===== src/rtl/core/cpq_pkg.sv =====
// ----------------------------------------------------------------------------
// cpq_pkg
// Types and codes shared by the coalescing priority packet queue.
// ----------------------------------------------------------------------------
package cpq_pkg;

	// Command codes
	localparam logic [1:0] MODE_PUSH_NORMAL   = 2'd0;
	localparam logic [1:0] MODE_PUSH_PRIORITY = 2'd1;
	localparam logic [1:0] MODE_POP           = 2'd2;
	localparam logic [1:0] MODE_FAIL          = 2'd3;

	// Result status codes
	localparam logic [2:0] ST_ENQUEUED  = 3'd0;
	localparam logic [2:0] ST_COALESCED = 3'd1;
	localparam logic [2:0] ST_DROPPED   = 3'd2;
	localparam logic [2:0] ST_POPPED    = 3'd3;
	localparam logic [2:0] ST_EMPTY     = 3'd4;
	localparam logic [2:0] ST_FAILURE   = 3'd5;

	// Stored entries of this type may be overwritten by a newer packet
	localparam logic [7:0] COALESCE_TYPE = 8'd1;

	localparam int ENTRY_W = 128;

	typedef struct packed {
		logic [1:0]  mode;
		logic [7:0]  packet_type;
		logic [7:0]  packet_hid;
		logic [63:0] payload_low;
		logic [47:0] payload_high;
		logic [5:0]  lost_count;
	} in_item_t;

	typedef struct packed {
		logic [2:0]  status;
		logic        from_priority;
		logic [7:0]  out_type;
		logic [7:0]  out_hid;
		logic [63:0] out_payload_low;
		logic [47:0] out_payload_high;
		logic [31:0] dropped_total;
		logic [31:0] failure_total;
	} out_item_t;

	// One stored packet, exactly ENTRY_W bits wide
	typedef struct packed {
		logic [7:0]  ptype;
		logic [7:0]  hid;
		logic [63:0] lo;
		logic [47:0] hi;
	} entry_t;

	// Tag table update from the controller
	typedef struct packed {
		logic       wr_en;
		logic       append;
		logic       pop;
		logic       coal;
		logic [7:0] hid;
	} tag_upd_t;

endpackage


===== src/rtl/core/cpq_ram.sv =====
// ----------------------------------------------------------------------------
// cpq_ram
// Simple dual-port synchronous memory, one write and one registered read.
// ----------------------------------------------------------------------------
module cpq_ram import cpq_pkg::*; #(
	parameter int DEPTH = 32,
	parameter int WIDTH = 128
) (
	input  logic                     clk,
	input  logic                     we,
	input  logic [$clog2(DEPTH)-1:0] waddr,
	input  logic [WIDTH-1:0]         wdata,
	input  logic                     re,
	input  logic [$clog2(DEPTH)-1:0] raddr,
	output logic [WIDTH-1:0]         rdata
);

	logic [WIDTH-1:0] mem [DEPTH];

	// Write port
	always_ff @(posedge clk) begin
		if (we) begin
			mem[waddr] <= wdata;
		end
	end

	// Read port, registered
	always_ff @(posedge clk) begin
		if (re) begin
			rdata <= mem[raddr];
		end
	end

endmodule


===== config.mk =====
export PLATFORM = sky130hd
export DESIGN_NAME = cpq_ram
export DESIGN_NICKNAME = d
export VERILOG_FILES = /design/src/rtl/core/cpq_pkg.sv /design/src/rtl/core/cpq_ram.sv
export SDC_FILE = /design/constraint.sdc
export NUM_CORES = 2
export LEC_CHECK = 0
export BUFFER_PORTS_ARGS = -buffer_cell sky130_fd_sc_hd__buf_2
export CAP_MARGIN = 10
export CORE_ASPECT_RATIO = 0.6
export CORE_UTILIZATION = 42
export DETAILED_ROUTE_END_ITERATION = 7
export PLACE_DENSITY = 0.66
export SYNTH_ARGS = -nofsm -noshare
export SYNTH_HDL_FRONTEND = slang
export SYNTH_SLANG_ARGS = --single-unit

===== constraint.sdc =====
create_clock -name clk -period 10.4 [get_ports clk]
set_input_delay 1.04 -clock clk [delete_from_list [all_inputs] [get_ports clk]]
set_output_delay 1.04 -clock clk [all_outputs]
set_load 0.005 [all_outputs]

==> flow_metrics.tcl <==
set metrics [dict create \
    status "finished with violations" \
    violations "DRC" \
    clock_latency_ns 0.92 \
    dp_slack_ns 5.459 \
    setup_viol 0 \
    cts.sinks 4224 \
    finClkSkew_ns 0.06712 \
    worstHoldPathType "input port to flip-flop" \
    portBuffers 268 \
    setup_tns_ns 0 \
    tightest_slew_ns 1.233 \
    synth_compound_area_share_pct 2.264 \
    synthMuxAreaShare_pct 14.63 \
    cts_made_buffers 359 \
    synth_nets 6581 \
    r2r-end "rdata[8]$_DFFE_PP_" \
    die_area_um2 375200 \
    max-vdd-ir-drop_mv 0.1411 \
    cp-end-kind "flip-flop" \
    boundaryPins 269 \
    hpwl_mm 200.4 \
    finalInstanceArea_um2 175800 \
    finalHoldViolations 0 \
    worstSetupEndpoint "mem[30][68]$_DFFE_PP_" \
    yosysSeqAreaShare_pct 81.04 \
    finalCriticalPeriod_ns 3.994 \
    syn_avg_cell_area_um2 24.30 \
    cts_root_buffer "clkbuf_16" \
    synth.top_cell.area_share_pct 81.04 \
    r2r-start "mem[14][8]$_DFFE_PP_" \
    yosys.area_share.simple_pct 0.8250 \
    cts.htree.levels 5 \
    overflow 0 \
    layout_common_cells "edfxtp_1 (4,224), mux4_2 (956), o22ai_1 (444)" \
    synthXorXnorAreaFrac_pct 0 \
    synth_fa_ha_area_share_pct 0 \
    groute.usage.overall_pct 21.97 \
    vias 75480 \
    synthTopCellsByArea "edfxtp_1 (81%), mux4_2 (14%), o22ai_1 (1.8%)" \
    syn_inst 6440 \
    layout_commonest_cell "edfxtp_1" \
    yosys_warnings 0 \
    antenna_found_initial 78 \
    core_region_area_um2 370600 \
    placed_cell_area_um2 164100 \
    r2r_setup_slack_ns 8.47 \
    cts_setup_buffers 0 \
    n_fill_cell 29510 \
    ys_types 27 \
    worstPathArrival_ns 4.51 \
    leakagePower_nw 53.90 \
    drt_iter0_markers 10220 \
    grt_pass1_vias 73650 \
    area_growth_pct 12.29 \
    wirelength_mm 420.2 \
    reg2reg_depth 3 \
    fin_crit_sh_pct 38.40 \
    antenna_left 0 \
    fp.dieW_um 790.1 \
    critPathRequiredTime_ns 10.92 \
    drc 27 \
    cap_violations 0 \
    whs_ns 0.5897 \
    layout-drive-gt1-share_pct 27.31 \
    crit_path_start_kind "input port" \
    cts_tree "yes" \
    cp_max_fo 36 \
    path_clk_slew_ns 0.07 \
    postCtsHoldBufs 0 \
    startpoint "waddr[0]" \
    viasPerCell 6.199 \
    fin_nets 7030 \
    fp-row-count 173 \
    clk_path_buf_depth 4 \
    synth_top_family_by_area "multiplexers" \
    max_slew_margin_pct 17.79 \
    grt_pass1_wl_mm 581.3 \
    p_per_area_nw_per_um2 194.1 \
    gp_congestion 0.7419 \
    avgRoutedWirePerCell_um 34.50 \
    slew_violations 0 \
    grt_max_degree 143 \
    rsz0062_at_grt "false" \
    final.setup.worst_slack_ns 6.407 \
    clock.fmax_mhz 250.4 \
    fp.dieH_um 474.9 \
    crit_type "input port to flip-flop" \
    netlist_area_um2 156500 \
    ys_ff_latch 4224 \
    yosysTopAreaCell "edfxtp_1" \
    cts-resized-gates 0 \
    initial_core_util_pct 42.24 \
    first_pass_iters 8 \
]
-- worst max-delay path: stages --
cell      delay (ns)
buf_2           0.11
nand3b_1        0.73
nor2_4          1.03
buf_4           0.68
buf_4           0.79
-- cell type report --
type                    count  area (um^2)  share of cell area (%)
well taps                4987         6240                   3.550
multi-input cells        1864        28050                   15.96
clock inverters           223         2228                   1.268
repair buffers            440         3005                   1.710
diodes                     18        45.04                 0.02563
clock buffers             421         9344                   5.316
flip-flops and latches   4224       126800                   72.17
-- how the worst min path moves through the flow --
stage,start,end,slack [ns],cells past startpoint
floorplan,mem[30][104]$_DFFE_PP_,rdata[104]$_DFFE_PP_,0.72,3
global placement,mem[1][24]$_DFFE_PP_,rdata[24]$_DFFE_PP_,0.79,4
detailed placement,mem[1][40]$_DFFE_PP_,rdata[40]$_DFFE_PP_,0.79,4
CTS,wdata[37],mem[14][37]$_DFFE_PP_,0.52,1
global route,wdata[37],mem[24][37]$_DFFE_PP_,0.57,1
finish,wdata[38],mem[20][38]$_DFFE_PP_,0.59,1
-- cell usage after synthesis --
library cell and count:
nor3b_1 1, edfxtp_1 4224, nor2_2 1, or3b_2 4
nor4_1 111, mux4_2 956, nand3_1 37, buf_2 94
nor2b_1 3, and3_1 1, nand2_1 4, nor2_1 35
or3_1 2, nand2b_1 1, or2_1 1, buf_1 44
clkbuf_4 9, buf_6 30, a22oi_1 102, buf_4 67
and2_1 1, o22ai_1 444, nand3b_1 6, and3b_1 1
mux2i_1 136, clkbuf_1 108, nand4_1 17
-- flip-flops by register name (all words and copies together) (netlist names) --
signal	cells
mem	4096
rdata	128
-- report_power, final --
part	total [mW]	internal, mW	switching (mW)
Sequential	19.1	19.0	0.0935
Combinational	1.48	0.552	0.933
Clock	13.5	7.39	6.15
-- kinds of logic (layout without fill, tap and decap cells) --
family | count (synthesis) | after routing
AOI/OAI and AO/OA | 546 | 546
DFF | 4224 | 4224
buffers and inverters | 352 | 1084
muxes | 1092 | 1092
other | 0 | 18
and+or+nand+nor | 226 | 226
-- metal layers --
metal  track usage (%)  up-vias  part of all wire [%]
met2             34.31     4629                    47
met1             32.17    41070                    40
li1                  -    29050                     -
met5                 0        -                 0.050
met4             5.241       32                   2.5
met3             4.339      703                    11
-- stage by stage --
step                      instances  total power [mW]  util [%]
after floorplan                6440             20.26         -
after CTS                     12160             34.27     47.42
after global placement        11520             20.92     44.29
after global routing          12160             34.99     47.42
after detailed placement      11520             20.96     44.29
final                         12180             34.11     47.43
Note: power is estimated with default switching activity, not from simulation.
