File: src/rtl/core/cpq_pkg.sv
// ----------------------------------------------------------------------------
// cpq_pkg
// Types and codes shared by the coalescing priority packet queue.
// ----------------------------------------------------------------------------
package cpq_pkg;

	// Command codes
	localparam logic [1:0] MODE_PUSH_NORMAL   = 2'd0;
	localparam logic [1:0] MODE_PUSH_PRIORITY = 2'd1;
	localparam logic [1:0] MODE_POP           = 2'd2;
	localparam logic [1:0] MODE_FAIL          = 2'd3;

	// Result status codes
	localparam logic [2:0] ST_ENQUEUED  = 3'd0;
	localparam logic [2:0] ST_COALESCED = 3'd1;
	localparam logic [2:0] ST_DROPPED   = 3'd2;
	localparam logic [2:0] ST_POPPED    = 3'd3;
	localparam logic [2:0] ST_EMPTY     = 3'd4;
	localparam logic [2:0] ST_FAILURE   = 3'd5;

	// Stored entries of this type may be overwritten by a newer packet
	localparam logic [7:0] COALESCE_TYPE = 8'd1;

	localparam int ENTRY_W = 128;

	typedef struct packed {
		logic [1:0]  mode;
		logic [7:0]  packet_type;
		logic [7:0]  packet_hid;
		logic [63:0] payload_low;
		logic [47:0] payload_high;
		logic [5:0]  lost_count;
	} in_item_t;

	typedef struct packed {
		logic [2:0]  status;
		logic        from_priority;
		logic [7:0]  out_type;
		logic [7:0]  out_hid;
		logic [63:0] out_payload_low;
		logic [47:0] out_payload_high;
		logic [31:0] dropped_total;
		logic [31:0] failure_total;
	} out_item_t;

	// One stored packet, exactly ENTRY_W bits wide
	typedef struct packed {
		logic [7:0]  ptype;
		logic [7:0]  hid;
		logic [63:0] lo;
		logic [47:0] hi;
	} entry_t;

	// Tag table update from the controller
	typedef struct packed {
		logic       wr_en;
		logic       append;
		logic       pop;
		logic       coal;
		logic [7:0] hid;
	} tag_upd_t;

endpackage

File: src/rtl/core/cpq_match.sv
// ----------------------------------------------------------------------------
// cpq_match
// Hid tag table of the normal queue with pending bits; finds the oldest
// pending coalescible entry that carries a given hid.
// ----------------------------------------------------------------------------
module cpq_match import cpq_pkg::*; #(
	parameter int DEPTH = 32
) (
	input  logic                     clk,
	input  logic                     arst_n,
	input  logic                     capture,
	input  logic [7:0]               key_hid,
	input  logic [$clog2(DEPTH)-1:0] tail,
	input  tag_upd_t                 upd,
	input  logic [$clog2(DEPTH)-1:0] upd_idx,
	output logic                     hit,
	output logic [$clog2(DEPTH)-1:0] hit_idx
);

	localparam int AW = $clog2(DEPTH);

	logic [DEPTH-1:0] pend_q;
	logic [DEPTH-1:0] coal_q;
	logic [7:0]       hid_q [DEPTH];
	logic [DEPTH-1:0] match_s1;
	logic [DEPTH-1:0] match_vec;

	logic          found_hi, found_lo;
	logic [AW-1:0] idx_hi, idx_lo;

	// Track which entries are pending
	always_ff @(posedge clk or negedge arst_n) begin
		if (!arst_n) begin
			pend_q <= '0;
		end else begin
			if (upd.wr_en && upd.append) pend_q[upd_idx] <= 1'b1;
			if (upd.pop) pend_q[tail] <= 1'b0;
		end
	end

	// Hold tags of written entries
	always_ff @(posedge clk) begin
		if (upd.wr_en) begin
			hid_q[upd_idx]  <= upd.hid;
			coal_q[upd_idx] <= upd.coal;
		end
	end

	// Compare all tags in parallel
	always_comb begin
		for (int i = 0; i < DEPTH; i++) begin
			match_vec[i] = pend_q[i] && coal_q[i] && (hid_q[i] == key_hid);
		end
	end

	always_ff @(posedge clk) begin
		if (capture) begin
			match_s1 <= match_vec;
		end
	end

	// Oldest hit: first match at or after tail, else first match below tail
	always_comb begin
		found_hi = 1'b0;
		found_lo = 1'b0;
		idx_hi   = '0;
		idx_lo   = '0;
		for (int i = DEPTH - 1; i >= 0; i--) begin
			if (match_s1[i]) begin
				found_lo = 1'b1;
				idx_lo   = AW'(i);
				if (AW'(i) >= tail) begin
					found_hi = 1'b1;
					idx_hi   = AW'(i);
				end
			end
		end
	end

	assign hit     = found_lo;
	assign hit_idx = found_hi ? idx_hi : idx_lo;

endmodule

File: config.mk
export PLATFORM = sky130hd
export DESIGN_NAME = cpq_match
export DESIGN_NICKNAME = d
export VERILOG_FILES = /design/src/rtl/core/cpq_pkg.sv /design/src/rtl/core/cpq_match.sv
export SDC_FILE = /design/constraint.sdc
export NUM_CORES = 1
export LEC_CHECK = 0
export BUFFER_PORTS_ARGS = -buffer_cell sky130_fd_sc_hd__buf_4
export CAP_MARGIN = 20
export CELL_PAD_IN_SITES_DETAIL_PLACEMENT = 1
export CELL_PAD_IN_SITES_GLOBAL_PLACEMENT = 2
export CORE_UTILIZATION = 33
export CTS_BUF_LIST = sky130_fd_sc_hd__clkbuf_4 sky130_fd_sc_hd__clkbuf_8
export DETAILED_ROUTE_END_ITERATION = 8
export GPL_TIMING_DRIVEN = 0
export PLACE_DENSITY = 0.7
export RECOVER_POWER = 25
export SLEW_MARGIN = 20
export SYNTH_ARGS = -nofsm -noshare
export SYNTH_HDL_FRONTEND = slang
export SYNTH_SLANG_ARGS = --single-unit
File: constraint.sdc
create_clock -name clk -period 6.1 [get_ports clk]
set_clock_uncertainty 0.1 [all_clocks]
set_input_delay 0.915 -clock clk [delete_from_list [all_inputs] [get_ports clk]]
set_output_delay 0.915 -clock clk [all_outputs]
set_load 0.1 [all_outputs]
==> flow_summary_export.csv, run 1 <==
group,metric,value,unit
outcome,status,"finished with violations",
outcome,violations,"max-capacitance violations, max-slew violations",
logic_synthesis,ys.flop_type,"edfxtp_1",
global_routing,top_usage_layer,"met2",
worst_setup_path,worst_setup_path_start_kind,"primary input",
logic_synthesis,synth_top_cell_by_area,"edfxtp_1",
floorplanning,placementRows,79,
worst_setup_path,reg2reg_setup_slack,4070,ps
drt,drt.antenna.violating_nets,0,
timing,setup_tns,0,ps
logic_synthesis,synth.top_cell.area_share,61.9,%
timing,fin_hold_ws,441,ps
clock_network,cts_tree,"done",
pwr,p_total,5.23,mW
global_routing,grt_use_total,20.1,%
global_routing,met1_usage,27.4,%
drt,drtIter0Drc,821,
hold_path,whs_endpoint,"pend_q[29]",
logic_synthesis,syn_inst,1135,
timing,finalCritPeriodShare,71.1,%
clock_network,post_cts_resized,0,
drt,postRouteWirelength,47000,um
timing,slew_violations,297,
global_routing,grtUsageMet2,33.0,%
timing,setup_violations,0,
drt,vias,9824,
logic_synthesis,synth-edff-count,320,
logic_synthesis,synth_area_per_cell,13.7,um^2
clock_network,clk-insertion-delay-late,610,ps
hold_path,min_path_type,"reg2reg",
place,dpl.hpwl,30500,um
worst_setup_path,worstPathArrival,3320,ps
drt,drt-vias-per-instance,5.24,
logic_synthesis,syn-num-nets,1168,
final_layout,n_antenna_cell,0,
place,place.gp.congestion,0.853,
worst_setup_path,worstPathRequired,5080,ps
drt,drcViolationCount,0,
final_layout,final_cells,1874,
logic_synthesis,netlist_area,15500,um^2
global_routing,antenna_found_initial,2,
final_layout,syn2layout_area_growth,13.4,%
floorplanning,fp.dieArea,47900,um^2
clock_network,clkSinkCount,352,
logic_synthesis,synth_seq_area_share,67.1,%
worst_setup_path,reg2reg_from,"hid_q[25][7]",
final_layout,layout.nets,1254,
place,place_inst,1769,
place,dp_slack,1820,ps
drt,wl_per_cell,25.1,um
floorplanning,start_util,33.4,%
drt,first_pass_iters,5,
global_routing,grt_use_met3,2.91,%
timing,finalHoldViolCount,0,
global_routing,grt_remaining_overflow,0,
logic_synthesis,synth.distinct_cells,63,
worst_setup_path,end_kind,"primary output",
place,port_buffers,27,
pwr,p_leak,5.62,nW
clock_network,cts-root-buf,"clkbuf_8",
final_layout,nFillCells,4960,
worst_setup_path,cp_max_fo,10,
global_routing,grt_max_degree,33,
global_routing,grt_pass1_vias,10100,
timing,fin_ws,1760,ps
worst_setup_path,r2r_cells,4,
clock_network,hold_buffers,0,
worst_setup_path,reg2reg_to,"match_s1[25]",
logic_synthesis,yosys_register_bits,352,
pwr,vdd_drop_max,0.145,mV
floorplanning,io_pins,39,
clock_network,cts_setup_buffers,0,
global_routing,grt_pass1_wl,68600,um
final_layout,drive_above_1_share,12.6,%
final_layout,multi_input_area,4800,um^2
logic_synthesis,yosys-top-cells-area,"edfxtp_1, xnor2_1, dfrtp_1, xor2_1, a21oi_1",
clock_network,clkSlewWorstSetupHoldPaths,60,ps
timing,period_needed,4340,ps
pwr,power_density,297,nW/um^2
hold_path,min_path_cells,2,
hold_path,hp-start,"pend_q[29]",
logic_synthesis,synth_warnings,0,
floorplanning,die_width,219,um
timing,rsz0062_at_grt,"false",
clock_network,cts_buffers,56,
timing,fmax,231,MHz
logic_synthesis,synth-async-reset-ratio,9.09,%
clock_network,max-clock-path-buffers,3,
timing,tightest_slew,2330,ps
clock_network,htree_levels,2,
floorplanning,fp.dieH,219,um
floorplanning,core_area,46500,um^2
worst_setup_path,critical_path_class,"in2out",
timing,max_slew_margin,-55.2,%
final_layout,regArea,10400,um^2
run,maxCapViolCount,9,
[power breakdown]
group | internal (mW) | total (mW) | switching (mW)
registers | 2.71 | 2.76 | 0.0559
logic | 0.143 | 0.462 | 0.319
clock network | 1.09 | 2.01 | 0.913
[through the flow]
step	utilization, %	cell area, um^2
floorplan	-	15500
global placement	35.5	16500
detailed placement	35.5	16500
CTS	37.9	17600
global route	37.9	17600
finish	37.9	17600
[state kept, by name, indices dropped and copies added, names as in the netlist]
signal and count:
hid_q 256, pend_q 32, match_s1 32, coal_q 32
[placed cells by master, fill, tap and decap left out, types with 9 or more instances in the layout]
cell	count
edfxtp_1	320
xnor2_1	193
a21oi_1	75
nor2_1	69
xor2_1	63
clkbuf_8	60
nand3_1	56
nand4_1	36
clkbuf_4	32
dfrtp_1	32
nor3_1	31
clkbuf_1	28
nand2_1	26
o21ai_0	25
nor4_1	25
buf_4	24
buf_2	15
inv_1	13
a31oi_1	12
clkinv_1	9
[worst max path at each step]
stage | from | end | slack (ps)
6_report | tail[2] | hit_idx[1] | 1760
5_1_grt | tail[2] | hit_idx[1] | 1610
4_1_cts | tail[2] | hit_idx[0] | 1810
3_5_place_dp | tail[1] | hit_idx[0] | 1820
3_3_place_gp | tail[2] | hit_idx[0] | 1420
2_1_floorplan | tail[4] | hit_idx[4] | 900
[per-layer routing]
layer,vias to the layer above,share of wire [%]
met2,308,48
li1,4375,-
met4,0,2.4
met3,73,5.6
met1,5068,44
met5,-,0
[layout make-up]
cell class	instances	area share [%]
inverter	14	0.299
timing repair buffer	28	1.02
buffer	54	1.54
tap	607	4.32
sequential	352	59.2
multi-input combinational	715	27.3
clock inverter	12	0.306
clock buffer	92	6.06
[critical path, cell delays in order]
cell and delay [ps]:
buf_4 150, buf_6 160, nor3_2 690, o21a_1 320
o21ai_0 140, nand2b_1 190, nor4_1 300, a211o_1 160
buf_4 290
[kinds of logic (layout without fill, tap and decap cells)]
family	count (synthesis)	in the layout	synth area share, %
flip-flops	352	352	67.1
AND/OR/NAND/NOR	290	290	9.76
XOR/XNOR	256	256	14.5
AO/OA/AOI/OAI	168	168	6.58
buffers and inverters	68	200	2.03
multiplexers	1	1	0.0645
[cell usage after synthesis (4+ instances only)]
library cell and number:
o21ai_1 4, buf_1 11, nor3_1 34, a31oi_1 12
nand3b_1 4, inv_1 13, nor4_1 25, a211oi_1 5
or3_1 4, and3_1 8, xnor2_1 193, o21a_1 7
nor2_1 69, a21oi_1 75, clkbuf_1 22, o211ai_1 5
buf_4 6, buf_2 12, nand4_1 36, nor3b_1 4
o21ai_0 25, nand2b_1 6, xor2_1 63, edfxtp_1 320
dfrtp_1 32, o22ai_1 4, nand3_1 56, nand2_1 26
No activity file was read; power rests on OpenSTA's default activity.
==> run 2, diff against run 1 <==
Settings changed: PLACE_DENSITY 0.7 to 0.72.
Clock period 6.1 ns to 3.6 ns, I/O delays scaled along.
==> run 2 against run 1 <==
  * Largest power group unchanged
  * The run still ends with max-capacitance violations, max-slew violations left
  * Critical path depth is 1 lower
  * Combinational power is 73% higher
  * Wire length rose by 0.61%
  * Setup slack worse by 1600 ps
  * Power rose by 71%
==> flow_summary_export.csv, run 2 (synthesis results as in run 1) <==
group,metric,value,unit
outcome,violations,"max-capacitance violations, max-slew violations",
worst_setup_path,slowest_delay,470,ps
timing,fmax,288,MHz
pwr,vdd_drop_max,0.276,mV
final_layout,final_common_cell,"edfxtp_1",
floorplanning,fp.dieH,219,um
place,dp_slack,-103,ps
final_layout,regArea,10400,um^2
final_layout,final_cell_mix,"edfxtp_1, xnor2_1, a21oi_1",
floorplanning,core_area,46500,um^2
clock_network,htree_levels,2,
floorplanning,start_util,33.4,%
drt,vias,9892,
worst_setup_path,worst_setup_path_start_kind,"flip-flop",
global_routing,grt_pass1_wl,69300,um
clock_network,cts_buffers,58,
timing,tightest_slew,2250,ps
drt,wl_per_cell,25.1,um
timing,setup_violations,0,
worst_setup_path,worstPathRequired,2960,ps
final_layout,n_antenna_cell,0,
clock_network,max-clock-path-buffers,3,
worst_setup_path,cp_max_fo,4,
global_routing,grt_pass1_vias,10400,
timing,fin_ws,122,ps
timing,period_needed,3480,ps
worst_setup_path,worstPathArrival,2840,ps
pwr,comb_power_share,8.9,%
clock_network,clk-insertion-delay-late,620,ps
pwr,p_int,6.70,mW
floorplanning,placementRows,79,
clock_network,clkSinkCount,352,
floorplanning,io_pins,39,
final_layout,layout.nets,1260,
drt,drtIter0Drc,658,
drt,drcViolationCount,0,
place,place.gp.congestion,0.874,
timing,finalHoldViolCount,0,
pwr,p_sw,2.24,mW
clock_network,clkSlewWorstSetupHoldPaths,70,ps
drt,drt.antenna.violating_nets,0,
place,placed_area,16500,um^2
final_layout,syn2layout_area_growth,14.3,%
floorplanning,fp.dieArea,47900,um^2
final_layout,regMostFlops,"hid_q",
drt,postRouteWirelength,47300,um
run,maxCapViolCount,7,
final_layout,nFillCells,4897,
final_layout,fin_area,17700,um^2
timing,max_slew_margin,-50.2,%
final_layout,drive_above_1_share,13.8,%
pwr,seq_power_share,52.4,%
global_routing,grt_max_degree,33,
worst_setup_path,end_kind,"primary output",
place,port_buffers,27,
hold_path,min_path_type,"in2reg",
timing,finalCritPeriodShare,96.6,%
final_layout,multi_input_area,4860,um^2
drt,first_pass_iters,5,
global_routing,antenna_found_initial,2,
global_routing,grt_remaining_overflow,0,
pwr,power_density,504,nW/um^2
pwr,swShare,25.0,%
worst_setup_path,path_cells,"a21bo_2 -> nor3b_1 -> o21ai_1 -> nor4_4 -> nor3b_4 -> a211oi_1 -> a41o_1 -> buf_4",
pwr,p_clk_share,38.6,%
global_routing,grt_use_total,20.2,%
place,dpl.hpwl,30400,um
final_layout,largest_reg_flops,256,
pwr,p_leak,5.69,nW
clock_network,cts_tree,"done",
clock_network,cts-root-buf,"clkbuf_8",
outcome,status,"finished with violations",
drt,drt-vias-per-instance,5.25,
worst_setup_path,crit_slowest_cell,"edfxtp_1",
timing,slew_violations,231,
worst_setup_path,critical_path_class,"reg2out",
floorplanning,die_width,219,um
[run 2: final cells by class]
cell class | count | share of cell area [%]
sequential | 352 | 58.7
clock buffer | 89 | 5.96
multi-input combinational | 715 | 27.4
timing repair buffer | 33 | 1.28
inverter | 14 | 0.296
buffer | 53 | 1.50
clock inverter | 20 | 0.522
tap | 607 | 4.28
[run 2: worst paths after layout]
check / slack, ps / to / startpoint / depth (start not counted)
max in group asynchronous: 2700 / pend_q[24] / arst_n / 2
hold / removal: 270 / pend_q[6] / upd_idx[3] / 4
setup reg to reg: 1600 / match_s1[31] / hid_q[31][6] / 4
min in group asynchronous: 360 / pend_q[6] / arst_n / 2
hold reg to reg: 450 / pend_q[11] / pend_q[11] / 2
setup / recovery: 120 / hit_idx[0] / match_s1[16] / 8
[run 2: metrics by stage]
stage | setup TNS [ps] | power (mW) | hold slack, ps | utilization [%] | std cells
detailed placement | -403 | 5.56 | 418 | 35.5 | 1769
global route | -32.8 | 9.24 | 269 | 38.2 | 1883
floorplan | 0 | 5.20 | 144 | - | 1135
finish | 0 | 8.94 | 273 | 38.2 | 1883
CTS | 0 | 9.00 | 244 | 38.0 | 1880
global placement | -1080 | 5.54 | 415 | 35.5 | 1769
[run 2: timing repair]
action,in CTS,in global routing
buffers inserted,1,4
endpoints found under the hold margin,32,0
endpoints found under the setup margin,3,3
pin swaps,1,0
gates resized for setup,2,14
hold buffers,1,0
[run 2: worst max-delay path, delay by kind of cell (launching register included)]
kind | cells | cell delay (ps)
simple gates | 3 | 790
flops | 1 | 470
buf+inv | 1 | 230
compound gates | 4 | 740
[run 2: power groups by stage]
stage / clock [mW] / sequential [mW] / combinational, mW
3_5_place_dp: 0 / 4.76 / 0.793
5_1_grt: 3.68 / 4.69 / 0.864
6_report: 3.45 / 4.69 / 0.799
2_1_floorplan: 0 / 4.71 / 0.487
4_1_cts: 3.52 / 4.68 / 0.799
3_3_place_gp: 0 / 4.76 / 0.776
[run 2: metal layers]
| layer | vias to the layer above | track usage (%) | wire, um |
|---|---|---|---|
| li1 | 4395 | - | - |
| met1 | 5113 | 26.8 | 20700 |
| met2 | 301 | 33.2 | 22400 |
| met3 | 83 | 4.17 | 2890 |
| met4 | 0 | 6.04 | 1270 |
| met5 | - | 0 | 0 |
